===== config.mk =====
export PLATFORM = sky130hd
export DESIGN_NAME = green_screen_alpha_key_unit
export DESIGN_NICKNAME = d
export VERILOG_FILES = /design/src/gsak_pkg.sv /design/src/green_screen_alpha_key_unit.sv /design/src/gsak_dist.sv /design/src/gsak_sqrt_cell.sv
export SDC_FILE = /design/constraint.sdc
export NUM_CORES = 2
export LEC_CHECK = 0
export CORE_MARGIN = 5
export CORE_UTILIZATION = 35
export DETAILED_ROUTE_END_ITERATION = 16
export DONT_BUFFER_PORTS = 1
export HOLD_SLACK_MARGIN = 0.05
export SETUP_SLACK_MARGIN = 0.02
export SYNTH_ARGS = -nofsm -noshare
export SYNTH_HDL_FRONTEND = slang
export SYNTH_HIERARCHICAL = 1
export SYNTH_SLANG_ARGS = --single-unit

===== constraint.sdc =====
create_clock -name clk -period 133.3 [get_ports clk]
set_input_delay 19.995 -clock clk [delete_from_list [all_inputs] [get_ports clk]]
set_output_delay 19.995 -clock clk [all_outputs]
set_load 0.005 [all_outputs]

===== src/gsak_pkg.sv =====
package gsak_pkg;

  localparam int unsigned CHAN_W     = 8;
  localparam int unsigned SQ_W       = 2 * CHAN_W;
  localparam int unsigned SUM_W      = 18;
  localparam int unsigned SCALE_W    = 14;
  localparam int unsigned RAD_W      = 32;
  localparam int unsigned ROOT_W     = RAD_W / 2;
  localparam int unsigned REM_W      = ROOT_W + 2;
  localparam int unsigned ROOT_STEPS = ROOT_W;

  localparam logic [SCALE_W-1:0] KEY_SCALE  = 14'd10000;
  localparam logic [ROOT_W-1:0]  KEY_OFFSET = 16'd8925;

  typedef struct packed {
    logic [CHAN_W-1:0] blue;
    logic [CHAN_W-1:0] green;
    logic [CHAN_W-1:0] red;
  } pixel_t;

  // one slot of the square root chain
  typedef struct packed {
    logic              valid;
    logic [REM_W-1:0]  rem;
    logic [ROOT_W-1:0] root;
    logic [RAD_W-1:0]  radicand;
    pixel_t            pix;
  } sqrt_lane_t;

endpackage


===== src/green_screen_alpha_key_unit.sv =====
// green-screen soft keyer: each rgb pixel leaves with its color untouched and an
// alpha byte that ramps from 0 near pure green (0,255,0) to 255 far from it,
// alpha = clamp(floor((isqrt(10000*s) - 8925) / 8), 0, 255) with
// s = r^2 + (255-g)^2 + b^2. one pixel is taken every clock while the sink keeps
// up; the pipe holds registers for squares, sum and scale, then a chain of
// square root cells that each settle one root bit, then the alpha ramp and
// output register. when the sink stalls, the whole pipe holds.
module green_screen_alpha_key_unit (
  input  logic        clk,
  input  logic        rst,
  // request in
  input  logic        s_tvalid,
  output logic        s_tready,
  input  logic [23:0] s_tdata,   // red_in [7:0], green_in [15:8], blue_in [23:16]
  // request out
  output logic        m_tvalid,
  input  logic        m_tready,
  output logic [31:0] m_tdata    // red_out, green_out, blue_out, alpha_out from bit 0 up
);

  logic                 en;
  gsak_pkg::pixel_t     in_pix;
  gsak_pkg::sqrt_lane_t lane [gsak_pkg::ROOT_STEPS+1];

  logic [gsak_pkg::ROOT_W-1:0]   root;
  logic [gsak_pkg::ROOT_W-1:0]   excess;
  logic [gsak_pkg::CHAN_W-1:0]   alpha_next;
  gsak_pkg::pixel_t              out_pix;
  logic [gsak_pkg::CHAN_W-1:0]   out_alpha;

  // the whole pipe moves unless a finished request sits unclaimed
  assign en       = !m_tvalid || m_tready;
  assign s_tready = en;
  assign in_pix   = s_tdata;

  gsak_dist u_dist (
    .clk      (clk),
    .rst      (rst),
    .en       (en),
    .in_valid (s_tvalid),
    .in_pix   (in_pix),
    .out_lane (lane[0])
  );

  // root bits settle msb first, two radicand bits per cell
  for (genvar i = 0; i < gsak_pkg::ROOT_STEPS; i++) begin : g_cell
    gsak_sqrt_cell #(
      .BIT_POS (gsak_pkg::RAD_W - 2 - 2 * i)
    ) u_cell (
      .clk      (clk),
      .rst      (rst),
      .en       (en),
      .in_lane  (lane[i]),
      .out_lane (lane[i+1])
    );
  end

  // linear ramp, zero below the offset, saturate above 255
  assign root   = lane[gsak_pkg::ROOT_STEPS].root;
  assign excess = root - gsak_pkg::KEY_OFFSET;

  always_comb begin
    if (root < gsak_pkg::KEY_OFFSET) begin
      alpha_next = '0;
    end else if (|excess[gsak_pkg::ROOT_W-1:11]) begin
      alpha_next = '1;
    end else begin
      alpha_next = excess[10:3];
    end
  end

  always_ff @(posedge clk) begin
    if (rst) begin
      m_tvalid <= 1'b0;
    end else if (en) begin
      m_tvalid <= lane[gsak_pkg::ROOT_STEPS].valid;
    end
  end

  always_ff @(posedge clk) begin
    if (en) begin
      out_pix   <= lane[gsak_pkg::ROOT_STEPS].pix;
      out_alpha <= alpha_next;
    end
  end

  assign m_tdata = {out_alpha, out_pix};

`ifndef NO_ASSERTIONS
  // a pure green pixel is fully transparent
  a_green_clear: assert property (@(posedge clk) disable iff (rst)
    (m_tvalid && m_tdata[7:0] == 8'd0 && m_tdata[15:8] == 8'd255 && m_tdata[23:16] == 8'd0)
      |-> m_tdata[31:24] == 8'd0)
    else $error("pure green pixel got nonzero alpha");

  // full red is far from green and must saturate
  a_red_opaque: assert property (@(posedge clk) disable iff (rst)
    (m_tvalid && m_tdata[7:0] == 8'd255) |-> m_tdata[31:24] == 8'd255)
    else $error("full red pixel not opaque");

  // an accepted request enters the front of the pipe
  a_enter: assert property (@(posedge clk) disable iff (rst)
    (s_tvalid && s_tready) |=> u_dist.sq_valid)
    else $error("accepted request lost at pipe entry");
`endif

endmodule


===== src/gsak_dist.sv =====
module gsak_dist (
  input  logic                clk,
  input  logic                rst,
  input  logic                en,
  input  logic                in_valid,
  input  gsak_pkg::pixel_t    in_pix,
  output gsak_pkg::sqrt_lane_t out_lane
);

  // stage 1: squares
  logic                            sq_valid;
  gsak_pkg::pixel_t                sq_pix;
  logic [gsak_pkg::SQ_W-1:0]       sq_r;
  logic [gsak_pkg::SQ_W-1:0]       sq_g;
  logic [gsak_pkg::SQ_W-1:0]       sq_b;
  // stage 2: sum of squares
  logic                            sum_valid;
  gsak_pkg::pixel_t                sum_pix;
  logic [gsak_pkg::SUM_W-1:0]      sum;

  logic [gsak_pkg::CHAN_W-1:0]     dg;

  // 255 - g
  assign dg = ~in_pix.green;

  always_ff @(posedge clk) begin
    if (rst) begin
      sq_valid       <= 1'b0;
      sum_valid      <= 1'b0;
      out_lane.valid <= 1'b0;
    end else if (en) begin
      sq_valid       <= in_valid;
      sum_valid      <= sq_valid;
      out_lane.valid <= sum_valid;
    end
    if (en) begin
      sq_pix <= in_pix;
      sq_r   <= gsak_pkg::SQ_W'(in_pix.red) * gsak_pkg::SQ_W'(in_pix.red);
      sq_g   <= gsak_pkg::SQ_W'(dg) * gsak_pkg::SQ_W'(dg);
      sq_b   <= gsak_pkg::SQ_W'(in_pix.blue) * gsak_pkg::SQ_W'(in_pix.blue);

      sum_pix <= sq_pix;
      sum     <= gsak_pkg::SUM_W'(sq_r) + gsak_pkg::SUM_W'(sq_g)
               + gsak_pkg::SUM_W'(sq_b);

      out_lane.pix      <= sum_pix;
      out_lane.radicand <= gsak_pkg::RAD_W'(sum) * gsak_pkg::RAD_W'(gsak_pkg::KEY_SCALE);
      out_lane.rem      <= '0;
      out_lane.root     <= '0;
    end
  end

endmodule


===== src/gsak_sqrt_cell.sv =====
module gsak_sqrt_cell #(
  parameter int unsigned BIT_POS = 30
) (
  input  logic                 clk,
  input  logic                 rst,
  input  logic                 en,
  input  gsak_pkg::sqrt_lane_t in_lane,
  output gsak_pkg::sqrt_lane_t out_lane
);

  logic [gsak_pkg::REM_W+1:0]  rem_sh;
  logic [gsak_pkg::REM_W+1:0]  trial;
  gsak_pkg::sqrt_lane_t        lane_next;

  always_comb begin
    rem_sh    = {in_lane.rem, in_lane.radicand[BIT_POS+1:BIT_POS]};
    trial     = {2'b00, in_lane.root, 2'b01};
    lane_next = in_lane;
    if (rem_sh >= trial) begin
      lane_next.rem  = gsak_pkg::REM_W'(rem_sh - trial);
      lane_next.root = {in_lane.root[gsak_pkg::ROOT_W-2:0], 1'b1};
    end else begin
      lane_next.rem  = rem_sh[gsak_pkg::REM_W-1:0];
      lane_next.root = {in_lane.root[gsak_pkg::ROOT_W-2:0], 1'b0};
    end
  end

  always_ff @(posedge clk) begin
    if (rst) begin
      out_lane.valid <= 1'b0;
    end else if (en) begin
      out_lane.valid <= lane_next.valid;
    end
    if (en) begin
      out_lane.rem      <= lane_next.rem;
      out_lane.root     <= lane_next.root;
      out_lane.radicand <= lane_next.radicand;
      out_lane.pix      <= lane_next.pix;
    end
  end

endmodule


After elaboration in Yosys (flattened, before gate mapping). Cells that the tools add are included.

Bits in registers: 1295. Input port bits: 28. Output and inout port bits: 34. Logic and storage cells: 192.

Add/sub/neg operators: 18. Multipliers: 4. Magnitude comparators: 17. Multiplexer cells: 17. Bitwise operators: 1. Reduce and logical (&&, ||, !) cells: 3.

Operators by type and width (number): $mux W34 (14); $ge A20 B18 Y1 (15); $sub A18 B18 Y18 (14); $mul A8 B8 Y16 (3); $mul A18 B10 Y28 const B (1); $add A18 B16 Y18 (1); $mux W18 (1); $add A16 B16 Y17 (1); $lt A16 B14 Y1 const B (1); $sub A16 B14 Y16 const B (1); $mux W8 (1); $not A8 Y8 (1); $reduce_or A5 Y1 (1); $sub A2 B1 Y3 const B (1); $ge A2 B1 Y1 const B (1); $logic_not A1 Y1 (1); $logic_or A1 B1 Y1 (1); $mux W1 (1).

Longest topological paths before layout.
Word-level depth: 3. Depth in mapped cells: 19. Mapped depth without buffers: 19.

By module. Netlist, hierarchy kept.

By module, submodules not included: gsak_sqrt_cell (g_cell[0].u_cell ...) (times used 15, cells each 241, area each 3913.8 um^2, sequential area each 2722.6 um^2); gsak_dist (times used 1, cells each 1236, area each 13929.6 um^2, sequential area each 4894.7 um^2); gsak_sqrt_cell (g_cell[9].u_cell) (times used 1, cells each 255, area each 3985.1 um^2, sequential area each 2722.6 um^2); green_screen_alpha_key_unit (times used 1, cells each 88, area each 1373.8 um^2, sequential area each 980.9 um^2).

Least setup slack after synthesis. Ideal clock, no wire load.

Kind: input port to output port. From: in m_tready. To: out s_tready. Arrival: 59471 ps. Slack: 53834 ps. Stages: 1. Cells stage by stage: nand2b_1.

Longest elaborated chain between the ends: 1.

RTL lines: from (decl) (line green_screen_alpha_key_unit.sv:17) `input logic m_tready,`; $logic_or A1 B1 Y1 (line green_screen_alpha_key_unit.sv:32) `assign en = !m_tvalid || m_tready;`; to (decl) (line green_screen_alpha_key_unit.sv:13) `output logic s_tready,`.

Every way passes these cells.

Final worst setup path. Same ends and word-level chain as after synthesis.

==> out/metrics.json <==
{
  "status": {"value": "completed"},
  "cp_max_fo": {"value": 4},
  "portBuffers": {"value": 0},
  "clock_tree.root_cell": {"value": "clkbuf_16"},
  "worst_slew_pin_slew": {"value": 0.991, "unit": "ns"},
  "clock_h_tree_levels": {"value": 4},
  "fmax": {"value": 0.0248, "unit": "GHz"},
  "synth.cell_area": {"value": 0.0686, "unit": "mm2"},
  "clock_sink_count": {"value": 1363},
  "detailroute.via_count": {"value": 35500},
  "worst-path-buf-inv": {"value": 0},
  "r2r_start": {"value": "m_tvalid"},
  "cts.repair_timing.setup_buffer_count": {"value": 0},
  "cap_violations": {"value": 0},
  "final_nets": {"value": 5560},
  "detailroute.wirelength.met2": {"value": 55000, "unit": "um"},
  "postRouteWirelength": {"value": 111000, "unit": "um"},
  "wl_met3": {"value": 4060, "unit": "um"},
  "worstSkewPairLatency": {"value": 0.79, "unit": "ns"},
  "cts_buffers": {"value": 153},
  "global_route.overflow_total": {"value": 0},
  "finalSetupViolations": {"value": 0},
  "r2r_cells": {"value": 6},
  "slowest_delay": {"value": 0.29, "unit": "ns"},
  "synthesis.instances": {"value": 4823},
  "wl_met1": {"value": 48500, "unit": "um"},
  "rows": {"value": 162},
  "post-route-util": {"value": 0.392},
  "hpwlAfterDp": {"value": 78800, "unit": "um"},
  "hold_depth": {"value": 0},
  "place_congestion": {"value": 0.883},
  "post_cts_resize_count": {"value": 0},
  "rr_endpoint": {"value": "u_dist/sq_pix[0]"},
  "rsz0062_at_grt": {"value": "false"},
  "post_drt_wl_per_cell": {"value": 14.4, "unit": "um"},
  "tritoncts_clock_tree": {"value": "done"},
  "finClkSkew": {"value": 0.0486, "unit": "ns"},
  "cts-hold-fix-buffers": {"value": 0},
  "clk_transition_reported_paths": {"value": 0.06, "unit": "ns"},
  "timing.reg2reg.setup_slack": {"value": 128.22, "unit": "ns"},
  "max-slew-margin-rel": {"value": 0.339},
  "horiz_die_dim": {"value": 453, "unit": "um"},
  "min_period_over_period": {"value": 0.303},
  "floorplan.core_area": {"value": 0.195, "unit": "mm2"},
  "topRoutingLayerUsed": {"value": "met4"},
  "drive_above_1_share": {"value": 0.130},
  "hold_viol": {"value": 0},
  "worstHoldStart": {"value": "u_dist/out_lane[11]"},
  "ys_warn_count": {"value": 6},
  "first_global_vias": {"value": 36400},
  "drc_errors": {"value": 0},
  "critPathTopFamily": {"value": "simple AND/OR/NAND/NOR gates"},
  "worstSetupPathType": {"value": "in2out"},
  "setup.worst_path.end_class": {"value": "output pin"},
  "detailedRoute.firstIterationViolations": {"value": 1833},
  "startpoint_type_of_the_worst_setup_path": {"value": "input pin"},
  "stdcell_area": {"value": 0.0764, "unit": "mm2"},
  "min_delay_worst_endpoint": {"value": "g_cell[0].u_cell/out_lane[11]"},
  "drt_first_pass_iters": {"value": 5},
  "initial_utilization": {"value": 0.352},
  "cp_cell_sequence": {"value": "nand2b_4"},
  "final-max-slew-violation-count": {"value": 0},
  "io-pin-count": {"value": 62},
  "grt_antenna_before_repair": {"value": 2},
  "worstPathArrival": {"value": 20.35, "unit": "ns"},
  "cts-root-to-sink-buffers": {"value": 3},
  "fp.dieH": {"value": 453, "unit": "um"},
  "hp-class": {"value": "reg2reg"},
  "setup_total_negative_slack": {"value": 0, "unit": "ns"},
  "post-route-min-period": {"value": 40.34, "unit": "ns"},
  "via_per_inst": {"value": 4.62},
  "grt_first_pass_wirelength": {"value": 184000, "unit": "um"},
  "crit_path_top_delay_cell": {"value": "nand2b_4"},
  "largest_net_degree_at_the_start_of_global_routing": {"value": 170},
  "postRouteAntennaNets": {"value": 0},
  "dpl-instance-area": {"value": 0.0714, "unit": "mm2"},
  "crit_required": {"value": 113.30, "unit": "ns"},
  "die-area": {"value": 0.205, "unit": "mm2"},
  "syn_area_per_cell": {"value": 14.2, "unit": "um2"},
  "track_usage": {"value": 0.108},
  "critical_path.startpoint": {"value": "m_tready"},
  "area_growth": {"value": 11.4, "unit": "%"},
  "nFillCells": {"value": 18300}
}
sequential cells by signal, indices dropped and copies added, names as in the netlist:
name                    cells
g_cell.u_cell/out_lane   1166
u_dist/out_lane            53
u_dist/sum_pix             24
u_dist/sq_valid             1
u_dist/sum                 18
u_dist/sq_r                14
u_dist/sum_valid            1
u_dist/sq_pix              24
m_tvalid                    1
u_dist/sq_b                14
out_alpha                   8
m_tdata                    24
u_dist/sq_g                15
layout by cell type, fill, tap and decap left out, types with 24 or more instances in the layout:
cell and n:
nor3_1 47, and2_1 38, a211oi_1 24, o21ai_0 76, nand3_1 45, a21oi_2 30, ha_1 467, o21ai_1 46
edfxtp_1 1343, clkinv_1 30, conb_1 43, clkbuf_16 155, and3_1 34, fa_1 132, a21o_1 41, nor2b_1 28
a31oi_1 37, nor2_1 228, mux2i_1 36, nand2b_1 38, inv_1 577, clkbuf_1 31, o21bai_1 41, a211oi_2 30
a21oi_1 210, o21a_1 52, xnor2_1 258, nand4_1 36, xor2_1 83, mux2_2 135, mux2_4 104, nand2_1 197
layer usage:
layer | vias to the layer above | global-route usage
met5 | - | 0
met4 | 0 | 0.0370
met3 | 207 | 0.0230
met2 | 501 | 0.189
met1 | 17000 | 0.133
li1 | 17700 | -
how the worst max path moves through the flow:
| stage | to | slack, ns | cells after the start |
|---|---|---|---|
| 2_1_floorplan | s_tready | 60.71 | 1 |
| 3_3_place_gp | s_tready | 92.91 | 1 |
| 3_5_place_dp | s_tready | 92.90 | 1 |
| 4_1_cts | s_tready | 92.90 | 1 |
| 5_1_grt | s_tready | 92.93 | 1 |
| 6_report | s_tready | 92.96 | 1 |
through the flow:
step	setup slack (ns)	instances	hold slack, ns
global placement	92.91	7402	0.400
floorplan	60.71	4865	0.400
finish	92.96	7677	0.387
CTS	92.90	7676	0.380
detailed placement	92.90	7402	0.405
global route	92.93	7677	0.397
cell type report:
cell class / instances / area (um2) / area share
Clock inverter: 88 / 1040 / 0.0137
Inverter: 577 / 2170 / 0.0283
Timing Repair Buffer: 16 / 158 / 0.00206
Sequential cell: 1363 / 40700 / 0.533
Multi-Input combinational cell: 2822 / 25100 / 0.328
Tap cell: 2624 / 3280 / 0.0430
Clock buffer: 186 / 4000 / 0.0523
Antenna cell: 1 / 2.50 / 0.0000327
Power is left out: the tool's default activity adds up to more than one toggle a clock period on the data nets, which glitch-free logic cannot reach.
